**src/co2fc_pkg.sv**
```systemverilog
`default_nettype none
// ----------------------------------------------------------------------------
// co2fc_pkg
// Shared types, constants and helper functions of the CO2 frame checker.
// ----------------------------------------------------------------------------
package co2fc_pkg;

    localparam int FRAME_BYTES   = 18;
    localparam int RING_SIZE     = 5;
    localparam int AVG_SHIFT_DEF = 5;
    localparam int QUEUE_DEPTH   = 2;

    localparam logic [7:0] CRC_INIT = 8'hFF;
    localparam logic [7:0] CRC_POLY = 8'h31;

    localparam logic [4:0] POS_CO2_END  = 5'd5;
    localparam logic [4:0] POS_TEMP_END = 5'd11;
    localparam logic [4:0] POS_LAST     = 5'd17;

    localparam logic [1:0] PHASE_CRC = 2'd2;

    localparam logic [1:0] ST_OK   = 2'd0;
    localparam logic [1:0] ST_CRC  = 2'd1;
    localparam logic [1:0] ST_NAN  = 2'd2;
    localparam logic [1:0] ST_ZERO = 2'd3;

    typedef struct packed {
        logic [7:0] rx_byte;
        logic       frame_first;
    } t_request;

    typedef struct packed {
        logic [1:0]  frame_status;
        logic [15:0] co2_median;
        logic [15:0] co2_average;
        logic [31:0] temperature_bits;
        logic [31:0] humidity_bits;
    } t_result;

    typedef struct packed {
        logic [1:0]  status;
        logic [15:0] ppm;
        logic [31:0] temperature_bits;
        logic [31:0] humidity_bits;
    } t_job;

    function automatic logic [7:0] crc8_feed(input logic [7:0] crc, input logic [7:0] b);
        logic [7:0] c;
        c = crc ^ b;
        for (int i = 0; i < 8; i++) begin
            if (c[7]) begin
                c = {c[6:0], 1'b0} ^ CRC_POLY;
            end else begin
                c = {c[6:0], 1'b0};
            end
        end
        return c;
    endfunction

    // truncate a finite float to 0..65535
    function automatic logic [15:0] to_ppm(input logic [31:0] bits);
        logic [7:0]  e;
        logic [23:0] m;
        logic [7:0]  sh;
        logic [23:0] q;
        e  = bits[30:23];
        m  = {1'b1, bits[22:0]};
        sh = 8'd150 - e;
        q  = m >> sh[4:0];
        if (bits[31] || e < 8'd127) begin
            return 16'd0;
        end else if (e >= 8'd143) begin
            return 16'hFFFF;
        end
        return q[15:0];
    endfunction

endpackage
`default_nettype wire

```
**src/co2fc_front.sv**
```systemverilog
`default_nettype none
// ----------------------------------------------------------------------------
// co2fc_front
// Byte intake: CRC check, word assembly, error classification per frame.
// ----------------------------------------------------------------------------
module co2fc_front (
    input  wire                  i_clk,
    input  wire                  i_rst_n,
    input  wire                  i_accept,
    input  co2fc_pkg::t_request  i_req,
    output logic                 o_push,
    output co2fc_pkg::t_job      o_job
);

    logic [4:0]  r_pos,   n_pos;
    logic [1:0]  r_phase, n_phase;
    logic [7:0]  r_crc,   n_crc;
    logic [1:0]  r_err,   n_err;
    logic [31:0] r_vshift, n_vshift;
    logic [31:0] r_co2,   n_co2;
    logic [31:0] r_temp,  n_temp;

    logic [4:0]  p;
    logic [1:0]  ph;
    logic [7:0]  crc0;
    logic [1:0]  err0, err1, err2, err3;
    logic        word_end, last;

    always_comb begin
        p    = i_req.frame_first ? 5'd0 : r_pos;
        ph   = i_req.frame_first ? 2'd0 : r_phase;
        crc0 = i_req.frame_first ? co2fc_pkg::CRC_INIT : r_crc;
        err0 = i_req.frame_first ? co2fc_pkg::ST_OK : r_err;

        n_vshift = r_vshift;
        n_co2    = r_co2;
        n_temp   = r_temp;
        if (ph != co2fc_pkg::PHASE_CRC) begin
            n_crc    = co2fc_pkg::crc8_feed(crc0, i_req.rx_byte);
            n_vshift = {r_vshift[23:0], i_req.rx_byte};
            err1     = err0;
        end else begin
            n_crc = co2fc_pkg::CRC_INIT;
            err1  = (crc0 != i_req.rx_byte && err0 == co2fc_pkg::ST_OK) ?
                    co2fc_pkg::ST_CRC : err0;
        end

        word_end = (p == co2fc_pkg::POS_CO2_END) || (p == co2fc_pkg::POS_TEMP_END) ||
                   (p == co2fc_pkg::POS_LAST);
        err2 = (word_end && err1 == co2fc_pkg::ST_OK && r_vshift[30:23] == 8'hFF) ?
               co2fc_pkg::ST_NAN : err1;
        if (p == co2fc_pkg::POS_CO2_END) begin
            n_co2 = r_vshift;
        end
        if (p == co2fc_pkg::POS_TEMP_END) begin
            n_temp = r_vshift;
        end

        last = (p == co2fc_pkg::POS_LAST);
        err3 = (err2 == co2fc_pkg::ST_OK && r_co2[30:0] == 31'd0) ?
               co2fc_pkg::ST_ZERO : err2;

        if (last) begin
            n_pos   = 5'd0;
            n_phase = 2'd0;
            n_crc   = co2fc_pkg::CRC_INIT;
            n_err   = co2fc_pkg::ST_OK;
        end else begin
            n_pos   = p + 5'd1;
            n_phase = (ph == co2fc_pkg::PHASE_CRC) ? 2'd0 : ph + 2'd1;
            n_err   = err2;
        end

        o_push                 = i_accept && last;
        o_job.status           = err3;
        o_job.ppm              = co2fc_pkg::to_ppm(r_co2);
        o_job.temperature_bits = r_temp;
        o_job.humidity_bits    = r_vshift;
    end

    always_ff @(posedge i_clk) begin
        if (!i_rst_n) begin
            r_pos    <= 5'd0;
            r_phase  <= 2'd0;
            r_crc    <= co2fc_pkg::CRC_INIT;
            r_err    <= co2fc_pkg::ST_OK;
            r_vshift <= 32'd0;
            r_co2    <= 32'd0;
            r_temp   <= 32'd0;
        end else if (i_accept) begin
            r_pos    <= n_pos;
            r_phase  <= n_phase;
            r_crc    <= n_crc;
            r_err    <= n_err;
            r_vshift <= n_vshift;
            r_co2    <= n_co2;
            r_temp   <= n_temp;
        end
    end

endmodule
`default_nettype wire

```
**src/co2fc_queue.sv**
```systemverilog
`default_nettype none
// ----------------------------------------------------------------------------
// co2fc_queue
// Two-entry queue of frame jobs between the intake and the filter.
// ----------------------------------------------------------------------------
module co2fc_queue (
    input  wire              i_clk,
    input  wire              i_rst_n,
    input  wire              i_push,
    input  co2fc_pkg::t_job  i_job,
    input  wire              i_pop,
    output logic             o_full,
    output logic             o_empty,
    output co2fc_pkg::t_job  o_job
);

    co2fc_pkg::t_job r_mem [co2fc_pkg::QUEUE_DEPTH];
    logic       r_wr_ptr;
    logic       r_rd_ptr;
    logic [1:0] r_count;

    assign o_full  = (r_count == 2'(co2fc_pkg::QUEUE_DEPTH));
    assign o_empty = (r_count == 2'd0);
    assign o_job   = r_mem[r_rd_ptr];

    always_ff @(posedge i_clk) begin
        if (i_push) begin
            r_mem[r_wr_ptr] <= i_job;
        end
    end

    always_ff @(posedge i_clk) begin
        if (!i_rst_n) begin
            r_wr_ptr <= 1'b0;
            r_rd_ptr <= 1'b0;
            r_count  <= 2'd0;
        end else begin
            if (i_push) begin
                r_wr_ptr <= ~r_wr_ptr;
            end
            if (i_pop) begin
                r_rd_ptr <= ~r_rd_ptr;
            end
            if (i_push && !i_pop) begin
                r_count <= r_count + 2'd1;
            end else if (i_pop && !i_push) begin
                r_count <= r_count - 2'd1;
            end
        end
    end

endmodule
`default_nettype wire

```
**src/co2fc_back.sv**
```systemverilog
`default_nettype none
// ----------------------------------------------------------------------------
// co2fc_back
// CO2 filter: ring update, median of five, running average, result register.
// ----------------------------------------------------------------------------
module co2fc_back #(
    parameter int AVG_SHIFT = co2fc_pkg::AVG_SHIFT_DEF
) (
    input  wire                 i_clk,
    input  wire                 i_rst_n,
    input  wire                 i_empty,
    input  co2fc_pkg::t_job     i_job,
    output logic                o_pop,
    output logic                o_valid,
    input  wire                 i_ready,
    output co2fc_pkg::t_result  o_res
);

    localparam logic [2:0] S_IDLE = 3'd0;
    localparam logic [2:0] S_RING = 3'd1;
    localparam logic [2:0] S_MED1 = 3'd2;
    localparam logic [2:0] S_MED2 = 3'd3;
    localparam logic [2:0] S_AVG  = 3'd4;
    localparam logic [2:0] S_EMIT = 3'd5;

    localparam logic [17:0] ROUND = 18'((1 << AVG_SHIFT) - 1);

    logic [2:0]         r_state;
    co2fc_pkg::t_job    r_job;
    logic [15:0]        r_win [co2fc_pkg::RING_SIZE];
    logic [15:0]        r_v   [co2fc_pkg::RING_SIZE];
    logic               r_seeded;
    logic [2:0]         r_slot;
    logic [15:0]        r_avg;
    logic [15:0]        r_med;
    logic               r_out_valid;
    co2fc_pkg::t_result r_out;

    logic [15:0] a0, a1, a2, a3, a4;
    logic [15:0] b0, b1, b3, b4;
    logic [15:0] c1, c2, c3, d1, d2;
    logic [17:0] delta, biased, change;
    logic [15:0] n_avg;
    logic        out_free;

    assign out_free = !r_out_valid || i_ready;
    assign o_pop    = (r_state == S_IDLE) && !i_empty;
    assign o_valid  = r_out_valid;
    assign o_res    = r_out;

    // first two compare layers
    always_comb begin
        a0 = (r_win[0] > r_win[1]) ? r_win[1] : r_win[0];
        a1 = (r_win[0] > r_win[1]) ? r_win[0] : r_win[1];
        a3 = (r_win[3] > r_win[4]) ? r_win[4] : r_win[3];
        a4 = (r_win[3] > r_win[4]) ? r_win[3] : r_win[4];
        a2 = r_win[2];
        b0 = (a0 > a3) ? a3 : a0;
        b3 = (a0 > a3) ? a0 : a3;
        b1 = (a1 > a4) ? a4 : a1;
        b4 = (a1 > a4) ? a1 : a4;
    end

    // last three compare layers
    always_comb begin
        c1 = (r_v[1] > r_v[2]) ? r_v[2] : r_v[1];
        c2 = (r_v[1] > r_v[2]) ? r_v[1] : r_v[2];
        c3 = r_v[3];
        d2 = (c2 > c3) ? c3 : c2;
        d1 = c1;
        if (d1 > d2) begin
            d2 = d1;
        end
    end

    // average step, truncated toward zero
    always_comb begin
        delta  = {2'b00, r_med} - {2'b00, r_avg};
        biased = delta + (delta[17] ? ROUND : 18'd0);
        change = 18'($signed(biased) >>> AVG_SHIFT);
        n_avg  = r_avg + change[15:0];
    end

    always_ff @(posedge i_clk) begin
        unique case (r_state)
            S_IDLE: begin
                r_job <= i_job;
            end
            S_MED1: begin
                r_v[0] <= b0;
                r_v[1] <= b1;
                r_v[2] <= a2;
                r_v[3] <= b3;
                r_v[4] <= b4;
            end
            S_MED2: begin
                r_med <= d2;
            end
            default: begin
            end
        endcase
    end

    always_ff @(posedge i_clk) begin
        if (r_state == S_RING) begin
            for (int i = 0; i < co2fc_pkg::RING_SIZE; i++) begin
                if (!r_seeded || r_slot == 3'(i)) begin
                    r_win[i] <= r_job.ppm;
                end
            end
        end
        if (r_state == S_RING && !r_seeded) begin
            r_avg <= r_job.ppm;
        end else if (r_state == S_AVG) begin
            r_avg <= n_avg;
        end
        if (r_state == S_EMIT && out_free) begin
            r_out.frame_status <= r_job.status;
            if (r_job.status == co2fc_pkg::ST_OK) begin
                r_out.co2_median       <= r_med;
                r_out.co2_average      <= r_avg;
                r_out.temperature_bits <= r_job.temperature_bits;
                r_out.humidity_bits    <= r_job.humidity_bits;
            end else begin
                r_out.co2_median       <= 16'd0;
                r_out.co2_average      <= 16'd0;
                r_out.temperature_bits <= 32'd0;
                r_out.humidity_bits    <= 32'd0;
            end
        end
    end

    always_ff @(posedge i_clk) begin
        if (!i_rst_n) begin
            r_state     <= S_IDLE;
            r_seeded    <= 1'b0;
            r_slot      <= 3'd0;
            r_out_valid <= 1'b0;
        end else begin
            if (r_state == S_EMIT && out_free) begin
                r_out_valid <= 1'b1;
            end else if (i_ready) begin
                r_out_valid <= 1'b0;
            end
            unique case (r_state)
                S_IDLE: begin
                    if (!i_empty) begin
                        r_state <= (i_job.status == co2fc_pkg::ST_OK) ? S_RING : S_EMIT;
                    end
                end
                S_RING: begin
                    if (!r_seeded) begin
                        r_seeded <= 1'b1;
                        r_slot   <= 3'd1;
                    end else begin
                        r_slot <= (r_slot >= 3'(co2fc_pkg::RING_SIZE - 1)) ? 3'd0
                                                                           : r_slot + 3'd1;
                    end
                    r_state <= S_MED1;
                end
                S_MED1: begin
                    r_state <= S_MED2;
                end
                S_MED2: begin
                    r_state <= S_AVG;
                end
                S_AVG: begin
                    r_state <= S_EMIT;
                end
                S_EMIT: begin
                    if (out_free) begin
                        r_state <= S_IDLE;
                    end
                end
                default: begin
                    r_state <= S_IDLE;
                end
            endcase
        end
    end

endmodule
`default_nettype wire

```
**src/co2_frame_check_median_average.sv**
```systemverilog
`default_nettype none
// ----------------------------------------------------------------------------
// co2_frame_check_median_average
// Sensor frame checker with median-of-five and running-average CO2 filter.
// ----------------------------------------------------------------------------
// Takes one frame byte per cycle while the job queue has room. Each 18-byte
// frame gives one result after its last byte: frame status, and when the frame is good the
// median of the last five CO2 readings, the running average and the raw
// temperature and humidity bits. The intake checks CRCs and classifies the
// frame as bytes arrive; a two-entry job queue hands finished frames to the
// filter, which runs a good frame through ring write, two median stages,
// average step and result register, and a bad frame straight to the result
// register. The filter stalls only on the result register, and the byte input
// stalls only when the job queue is full.
module co2_frame_check_median_average #(
    parameter int AVG_SHIFT = co2fc_pkg::AVG_SHIFT_DEF
) (
    input  wire                 i_clk,
    input  wire                 i_rst_n,
    input  wire                 i_in_valid,
    output logic                o_in_ready,
    input  co2fc_pkg::t_request i_in_req,
    output logic                o_out_valid,
    input  wire                 i_out_ready,
    output co2fc_pkg::t_result  o_out_res
);

    logic            accept;
    logic            push, pop, full, empty;
    co2fc_pkg::t_job job_in, job_out;

    assign o_in_ready = !full;
    assign accept     = i_in_valid && !full;

    co2fc_front u_front (
        .i_clk    (i_clk),
        .i_rst_n  (i_rst_n),
        .i_accept (accept),
        .i_req    (i_in_req),
        .o_push   (push),
        .o_job    (job_in)
    );

    co2fc_queue u_queue (
        .i_clk   (i_clk),
        .i_rst_n (i_rst_n),
        .i_push  (push),
        .i_job   (job_in),
        .i_pop   (pop),
        .o_full  (full),
        .o_empty (empty),
        .o_job   (job_out)
    );

    co2fc_back #(
        .AVG_SHIFT (AVG_SHIFT)
    ) u_back (
        .i_clk   (i_clk),
        .i_rst_n (i_rst_n),
        .i_empty (empty),
        .i_job   (job_out),
        .o_pop   (pop),
        .o_valid (o_out_valid),
        .i_ready (i_out_ready),
        .o_res   (o_out_res)
    );

endmodule
`default_nettype wire

```
**config.mk**
```make
export PLATFORM = sky130hd
export DESIGN_NAME = co2_frame_check_median_average
export DESIGN_NICKNAME = d
export VERILOG_FILES = /design/src/co2fc_pkg.sv /design/src/co2fc_front.sv /design/src/co2fc_queue.sv /design/src/co2fc_back.sv /design/src/co2_frame_check_median_average.sv
export SDC_FILE = /design/constraint.sdc
export NUM_CORES = 1
export LEC_CHECK = 0
export BUFFER_PORTS_ARGS = -buffer_cell sky130_fd_sc_hd__buf_2
export CELL_PAD_IN_SITES_DETAIL_PLACEMENT = 0
export CELL_PAD_IN_SITES_GLOBAL_PLACEMENT = 1
export CORE_AREA = 2 2 261 263
export CTS_BUF_LIST = sky130_fd_sc_hd__clkbuf_16
export DETAILED_ROUTE_END_ITERATION = 8
export DIE_AREA = 0 0 263 265
export PLACE_DENSITY = 0.7
export SLEW_MARGIN = 20
export SYNTH_ARGS = -nofsm -noshare
export SYNTH_HDL_FRONTEND = slang
export SYNTH_SLANG_ARGS = --single-unit
```
**constraint.sdc**
```tcl
create_clock -name i_clk -period 21.9 [get_ports i_clk]
set_input_delay 3.285 -clock i_clk [delete_from_list [all_inputs] [get_ports i_clk]]
set_output_delay 3.285 -clock i_clk [all_outputs]
set_load 0.01 [all_outputs]
```
# After elaboration in Yosys (flattened, before gate mapping)
# Memories as Yosys holds them, arrays and structs flattened. A register that Yosys moved wholly into a read port is not among the register bits.
# Index checks and enable logic that the tools add are counted.
# totals
word_cells,200
regBits,337
memories,3
ram_bits,324
# mem_list
name,depth,word_bits,rd,rd_ports_with_merged_regs,write_ports,line,source
u_queue.r_mem,2,82,1,1,1,co2fc_queue.sv:17,co2fc_pkg::t_job r_mem [co2fc_pkg::QUEUE_DEPTH];
u_back.r_v,5,16,3,0,5,co2fc_back.sv:31,logic [15:0] r_v [co2fc_pkg::RING_SIZE];
u_back.r_win,5,16,5,0,5,co2fc_back.sv:30,logic [15:0] r_win [co2fc_pkg::RING_SIZE];
# classes
reduce_logical,42
n_lt_le_gt_ge,10
n_mux,80
eq_ne,19
add_sub_neg,9
n_bitwise,11
shift,1
# op_table
op,count
$mux 16,17
$gt 16x16->1,7
$mux 8,10
$mux 6,8
$logic_not 31->1,1
$mux 1,25
$not 3->3,8
$shr 24x5->16,1
$mux 2,11
$add 18x18->18,1
$pmux 3 s6,1
$sub 16x16->17,1
$add 16x16->16,1
$mux 3,5
$mux 5,3
$eq 3x2->1 const B,4
$logic_not 2->1,6
$logic_and 1x1->1,11
$eq 3x3->1 const B,3
$logic_or 1x1->1,9
$eq 8x8->1 const B,1
$ge 8x8->1 const B,1
$lt 8x7->1 const B,1
$ne 8x8->1,1
other kinds (19),35

# Logic depth before layout (Yosys ltp)
# Gate-level depths: netlist of run 1.
# depth
ltp_word,27
ltp_mapped,34
depth_no_buf,32

# Modules after synthesis
# Synthesis of run 1 repeated with hierarchy kept, for this count alone.
# unflattened
hier_cells,2487
hier_area_um2,30483.0
# modules_own_cells
mod,seq_area_each_um2,cells_each,n_inst,area_each_um2
co2fc_back,10369.9,1420,1,18153.7
co2fc_queue,5024.8,277,1,6164.7
co2fc_front,2262.2,788,1,6154.7
co2_frame_check_median_average,0.0,2,1,10.0

# Worst setup path after synthesis of run 1
# No wires, ideal clock.
# synth_timing
path_type,input to register
from,in i_in_req[0] in the netlist's numbering
to,mem u_queue.r_mem[0][0] in the netlist's numbering (enable)
arrival_time_ps,8438
setup_ps,524
path_buffers,4
slack_ps,12937
required_time_ps,21376
cell_stages,10
path_cell_list,buf_2 buf_1 clkbuf_1 nand2b_1 ha_1 nand2b_1 nor3_1 clkbuf_1 nand2_1 nor2_1
# synth_via
elab_chain_len,5
# synth_rtl
item,line,source
"start, declared",co2_frame_check_median_average.sv:22,"input co2fc_pkg::t_request i_in_req,"
$mux 5,co2fc_front.sv:30,p = i_req.frame_first ? 5'd0 : r_pos;
$eq 5x5->1,co2fc_front.sv:59,last = (p == co2fc_pkg::POS_LAST);
$logic_and 1x1->1,co2fc_front.sv:74,o_push = i_accept && last;
$mux 1,co2fc_queue.sv:27,if (i_push) begin
$mux 1 (implied by the code),co2fc_queue.sv:28,r_mem[r_wr_ptr] <= i_job;
"end, declared",co2fc_queue.sv:17,
# No other way between the ends.

==> results of run 1 <==
[worst paths after layout]
path | from | to | slack (ns) | cells after the start
worst max-delay path | u_back.r_v[0][25]$_DFFE_PP_ | u_back.r_med[9]$_DFFE_PN_ | 14.37 | 30
worst min-delay path | u_back.r_win[2][3]$_DFFE_PP_ | u_back.r_v[0][35]$_DFFE_PP_ | 0.42 | 0
worst max register to register | u_back.r_v[0][25]$_DFFE_PP_ | u_back.r_med[9]$_DFFE_PN_ | 14.37 | 30
worst min register to register | u_back.r_win[2][3]$_DFFE_PP_ | u_back.r_v[0][35]$_DFFE_PP_ | 0.42 | 0
[metrics by stage]
stage | power [mW] | utilization [%] | instance area, um^2
after floorplan | 3.20 | - | 29900
after global placement | 3.63 | 47.1 | 31500
after detailed placement | 3.68 | 47.1 | 31500
after CTS | 4.91 | 50.7 | 33900
after global routing | 5.17 | 50.7 | 33900
final | 4.85 | 50.7 | 33900
[cell usage after synthesis (all sizes together) (53+ instances only)]
cell	count
mux2i	153
ha	157
clkbuf	84
and2	91
a21boi	103
o21ai	63
a21oi	87
nand2	289
dfxtp	126
inv	147
nor2	53
edfxtp	504
mux2	105
[registers in the layout, indices dropped and copies added (netlist names), 3 cells and up, named ones only]
signal,cells
u_back.o_res,98
u_back.r_avg,16
u_back.r_job,82
u_back.r_med,16
u_back.r_slot,3
u_back.r_state,3
u_back.r_v,48
u_back.r_win,80
u_front.r_co2,32
u_front.r_crc,8
u_front.r_pos,5
u_front.r_temp,32
u_front.r_vshift,32
u_queue.r_mem,164
[report_power, final]
group	switching, mW	internal (mW)
clock	0.488	0.717
combinational	1.04	0.794
sequential	0.174	1.64
[area by class of cell]
cell class / count / share of cell area (%)
Sequential cell: 630 / 52.1
Multi-Input combinational cell: 1503 / 33.6
Clock buffer: 71 / 5.25
Tap cell: 873 / 3.22
Timing Repair Buffer: 144 / 2.37
Clock inverter: 59 / 1.81
Inverter: 147 / 1.63
[cells by family after synthesis]
| kind of cell | Yosys count | synth area share (%) |
|---|---|---|
| flops | 630 | 59.0 |
| simple gates | 608 | 9.90 |
| compound gates | 396 | 9.12 |
| mux | 268 | 9.84 |
| buf+inv | 252 | 3.34 |
| fa+ha+maj | 159 | 6.69 |
| xor+xnor | 72 | 2.13 |
[metal layers]
layer	routed length [um]	vias to the layer above
met3	2550	84
met4	1580	0
met1	29800	8870
met5	0	-
met2	33100	285
li1	-	8870
==> reports/results.ini, run 1 <==
[global_routing]
grt.total_usage_pct = 19.4
grt_pass1_wl_mm = 105
grt_start_max_net_pins = 105
gr-max-usage-layer = met2
use_met2_pct = 33.3
gr-total-overflow = 0
grt.met1_usage_pct = 25.2
antenna_found_initial = 2
gr-usage-met3_pct = 2.92
grt_pass1_vias = 18500

[yosys]
ys_top_cells_by_area = edfxtp_1, dfxtp_1, ha_1
netlist_instances = 2385
async_flop_share_pct = 0
synth_edf_count = 504
synth_cell_types = 79
synth_ff_type = edfxtp_1
syn_avg_cell_area_um2 = 12.6
ys_seq_area_share_pct = 59.0
ys_warn_count = 0
synth_top_area_share_pct = 50.5
yosys.area.top_type = edfxtp_1
netlist_area_mm2 = 0.0299
syn_nets = 2557
synth-seq-cells = 630

[timing]
slew_viol_final = 0
finalSetupTns_ns = 0
setup_violations = 0
min_period_ns = 7.53
maxSlewHeadroom_pct = 30.6
final.period_utilization_pct = 34.4
timing.hold.ws_ns = 0.416
worst_slew_pin_slew_ns = 1.04
fmaxAchievable_mhz = 133
worst_slack_ns = 14.37
clock_skew_ns = 0.0315
finalHoldViolations = 0
rsz0062_at_grt = no

[layout]
ff_latch_area_mm2 = 0.0177
multi_input_area_mm2 = 0.0114
drive_gt1_share_pct = 15.9
diodes = 0
syn2layout_area_growth_pct = 13.1
stdcell_count = 3427
layout_commonest_cell = edfxtp_1
nNetsFinal = 2669
final_cell_mix = edfxtp_1, nand2_1, inv_1
fill_cells = 5828

[detailed_routing]
drt-initial-drc-count = 1098
wl_per_cell_um = 19.6
dr.pass1.iters = 5
ant_nets = 0
drc_errors = 0
vias_per_cell = 5.28
vias = 18100
wirelength_mm = 67.1

[clock_network]
holdBufCountCts = 0
cts_made_buffers = 71
clk_pin_slew_ns = 0.06
clockBufferDepth = 3
cts.sinks = 630
h-tree-depth = 3
post_cts_buffers = 0
cts_tree = built
root_buffer = clkbuf_16
clk_latency_ns = 0.62
cts_resized = 0

[power]
power_density_mw_per_mm2 = 143
leakage_nw = 13.2
peakVddDrop_uv = 67.5

[worst_setup_path]
crit_slowest_cell = o31ai_4
required_ns = 22.24
path_delay_family = compound AO/OA/AOI/OAI gates
cp_slowest_stage_delay_ns = 0.89
endpoint_kind = flip-flop
worstSetupPathType = flip-flop to flip-flop
crit_path_start_kind = flip-flop
crit_fanout = 27
cp.arrival_ns = 7.87
timing.critical_path.buf_inv = 1

[place]
gp_congestion = 0.853
place_ws_ns = 14.41
port_buffers = 112
dpl.cell_count = 3297
dp_hpwl_mm = 46.2

[floorplanning]
initial_core_util_pct = 44.8
dieArea_mm2 = 0.0697
die_x_um = 263
die-height_um = 265
core_area_mm2 = 0.0668
io_pins = 113
row_count = 95

[run_status]
outcome = complete, no violations

[hold_path]
hp-class = flip-flop to flip-flop

[run]
cap_violations = 0

Note: power is estimated with default switching activity, not from simulation.
==> run 2, diff against run 1 <==
- ABC_AREA: unset -> 1
- CORE_AREA: 2 2 261 263 -> 2 2 262 264
- DIE_AREA: 0 0 263 265 -> 0 0 264 266
- PLACE_DENSITY: 0.7 -> 0.75
- clock period: 21.9 -> 6.45 ns (I/O delays scaled with it)
==> reports/results.ini, run 2 <==
[power]
leakage_nw = 14.4  ; +9.0%
peakVddDrop_uv = 257  ; +280%
power_density_mw_per_mm2 = 515  ; +260%
total_power_mw = 17.5  ; +260%

[worst_setup_path]
crit_fanout = 17  ; -37%
required_ns = 6.90  ; -15.34 ns
r2r-end = u_back.r_med[0]$_DFFE_PN_
crit_slowest_cell = edfxtp_1
worst_r2r_startpoint = u_back.r_v[0][31]$_DFFE_PP_
endpoint_kind = flip-flop
r2r_cells = 28  ; -6.7%
cp_slowest_stage_delay_ns = 0.44  ; -0.45 ns
crit_top_cell = nand2_1
crit_path_start_kind = flip-flop
r2r_slack_ns = 1.01  ; -13.36 ns
cp.arrival_ns = 5.89  ; -1.98 ns
worstSetupPathType = flip-flop to flip-flop

[detailed_routing]
vias = 20800  ; +15%
vias_per_cell = 5.18  ; -1.9%
wirelength_mm = 71.8  ; +7.0%
ant_nets = 0  ; unchanged
drt-initial-drc-count = 1776  ; +62%
wl_per_cell_um = 17.9  ; -8.5%
dr.pass1.iters = 5  ; unchanged
drc_errors = 0  ; unchanged

[layout]
syn2layout_area_growth_pct = 13.1  ; about the same
diodes = 0  ; unchanged
largest-register = u_queue.r_mem
final_cell_mix = nand2_1, edfxtp_1, inv_1
drive_gt1_share_pct = 12.5  ; -3.4 points
stdcell_count = 4006  ; +17%
layout_commonest_cell = nand2_1
largest_reg_flops = 164  ; unchanged
nNetsFinal = 3239  ; +21%

[clock_network]
clockBufferDepth = 3  ; unchanged
h-tree-depth = 3  ; unchanged
clk_latency_ns = 0.63  ; about the same
clk_pin_slew_ns = 0.06  ; about the same
cts_made_buffers = 70  ; -1.4%
cts_tree = built
post_cts_buffers = 0  ; unchanged
cts.sinks = 630  ; unchanged
root_buffer = clkbuf_16
holdBufCountCts = 0  ; unchanged
cts_resized = 0  ; unchanged

[run_status]
outcome = complete, no violations

[hold_path]
holdCritStartpoint = u_back.r_win[2][15]$_DFFE_PP_
worstHoldPathCells = 0  ; unchanged
hp-class = flip-flop to flip-flop
holdPathEnd = u_back.r_v[0][47]$_DFFE_PP_

[global_routing]
gr-total-overflow = 0  ; unchanged
grt.total_usage_pct = 20.4  ; +1.0 points
antenna_found_initial = 2  ; unchanged
grt_pass1_wl_mm = 112  ; +6.5%
grt_start_max_net_pins = 97  ; -7.6%
grt_pass1_vias = 20200  ; +9.1%

[yosys]
synth.most_common_cell = nand2_1
syn_avg_cell_area_um2 = 10.1  ; -19%
yosys.area.top_type = edfxtp_1
ys_top_cells_by_area = edfxtp_1, dfxtp_1, nand2_1
async_flop_share_pct = 0  ; unchanged
netlist_instances = 2957  ; +24%
synth-seq-cells = 630  ; unchanged
ys_warn_count = 0  ; unchanged
synth_ff_type = edfxtp_1
synth_cell_types = 58  ; -27%
ys_seq_area_share_pct = 58.9  ; -0.089 points
synth_top_area_share_pct = 50.5  ; -0.076 points
syn_nets = 3129  ; +22%
netlist_area_mm2 = 0.0300  ; +0.15%
synth_top_cells_by_count = nand2_1, edfxtp_1, nor2_1, inv_1, o21ai_0
synth_edf_count = 504  ; unchanged

[floorplanning]
core_area_mm2 = 0.0677  ; +1.4%
die_x_um = 264  ; +0.38%
dieArea_mm2 = 0.0702  ; +0.76%
initial_core_util_pct = 44.3  ; -0.56 points
die-height_um = 266  ; +0.38%
row_count = 96  ; +1.1%
io_pins = 113  ; unchanged

[timing]
slew_viol_final = 0  ; unchanged
final.period_utilization_pct = 84.3  ; +50 points
worst_slew_pin_slew_ns = 1.06  ; +0.0192 ns
clock_skew_ns = 0.0436  ; +0.0121 ns
finalSetupTns_ns = 0  ; unchanged
min_period_ns = 5.44  ; -2.09 ns
maxSlewHeadroom_pct = 29.3  ; -1.4 points
setup_violations = 0  ; unchanged
finalHoldViolations = 0  ; unchanged
rsz0062_at_grt = no
fmaxAchievable_mhz = 184  ; +39%

[place]
port_buffers = 112  ; unchanged
gp_congestion = 0.913  ; +7.0%
dp_hpwl_mm = 52.1  ; +13%
dpl.cell_count = 3876  ; +18%

[run]
cap_violations = 0  ; unchanged

run 2: cell types whose count changed after synthesis, sizes merged, moves of 23 or more:
cell	change
inv	+188
a21boi	-102
and2	-84
a21oi	+27
mux2	-23
mux2i	-146
nand3	+112
nor2b	-27
o21ai	+228
xnor2	-36
a21o	-33
nor2	+301
nand2	+267
run 2: power by group:
group | internal, mW | leakage (nW) | total, mW | switching, mW
clock network | 2.35 | 1.20 | 4.05 | 1.70
registers | 5.71 | 5.84 | 6.25 | 0.540
logic | 2.42 | 7.34 | 7.18 | 4.76
total | 10.5 | 14.4 | 17.5 | 6.99
run 2: critical path: cells and delay by family (launching register included):
family,cells,cell delay [ns]
adders and majority gates,3,0.89
buffers and inverters,4,1.03
DFF,1,0.44
AOI/OAI and AO/OA,6,0.73
and+or+nand+nor,15,2.16
run 2: how the worst max path moves through the flow:
stage                                               end  slack, ns                        start  cells past startpoint
after floorplan           u_queue.r_mem[1][0]$_DFFE_PP_       0.37                  i_in_req[0]                     10
after global placement        u_back.r_med[0]$_DFFE_PN_       1.05  u_back.r_v[0][31]$_DFFE_PP_                     32
after detailed placement      u_back.r_med[0]$_DFFE_PN_       0.91  u_back.r_v[0][31]$_DFFE_PP_                     32
after CTS                     u_back.r_med[0]$_DFFE_PN_       0.91  u_back.r_v[0][31]$_DFFE_PP_                     32
after global routing          u_back.r_med[0]$_DFFE_PN_       0.23  u_back.r_v[0][31]$_DFFE_PP_                     32
final                         u_back.r_med[0]$_DFFE_PN_       1.01  u_back.r_v[0][31]$_DFFE_PP_                     28
run 2: metrics by stage:
stage | utilization (%) | hold slack, ns | cell area [um^2] | worst slack, ns
after floorplan | - | 0.400 | 30000 | 0.373
after global placement | 46.5 | 0.403 | 31500 | 1.05
after detailed placement | 46.5 | 0.405 | 31500 | 0.910
after CTS | 50.0 | 0.415 | 33900 | 0.912
after global routing | 50.1 | 0.422 | 33900 | 0.232
final | 50.1 | 0.417 | 33900 | 1.01
run 2: cell type report:
type / instances / area (um^2)
Sequential cell: 630 / 17700
Timing Repair Buffer: 143 / 817
Tap cell: 882 / 1100
Fill cell: 6201 / 33800
Multi-Input combinational cell: 1886 / 10700
Clock inverter: 57 / 592
Inverter: 336 / 1260
Clock buffer: 72 / 1800
run 2: cells by family (layout without fill, tap and decap cells):
group	count (synthesis)	in the layout	synth area share, %
multiplexers	89	89	3.31
AND/OR/NAND/NOR	1116	1116	15.5
buffers and inverters	441	608	5.65
flip-flops	630	630	58.9
adder cells (fa/ha/maj)	159	159	6.68
XOR/XNOR	44	44	1.34
AO/OA/AOI/OAI	478	478	8.64
run 2: metal layers:
layer | GRT usage, % | vias to the layer above | routed length (um)
met3 | 3.11 | 101 | 3560
met4 | 5.93 | 0 | 1540
met2 | 33.1 | 446 | 33500
met5 | 0 | - | 0
li1 | - | 10300 | -
met1 | 28.4 | 9911 | 33200
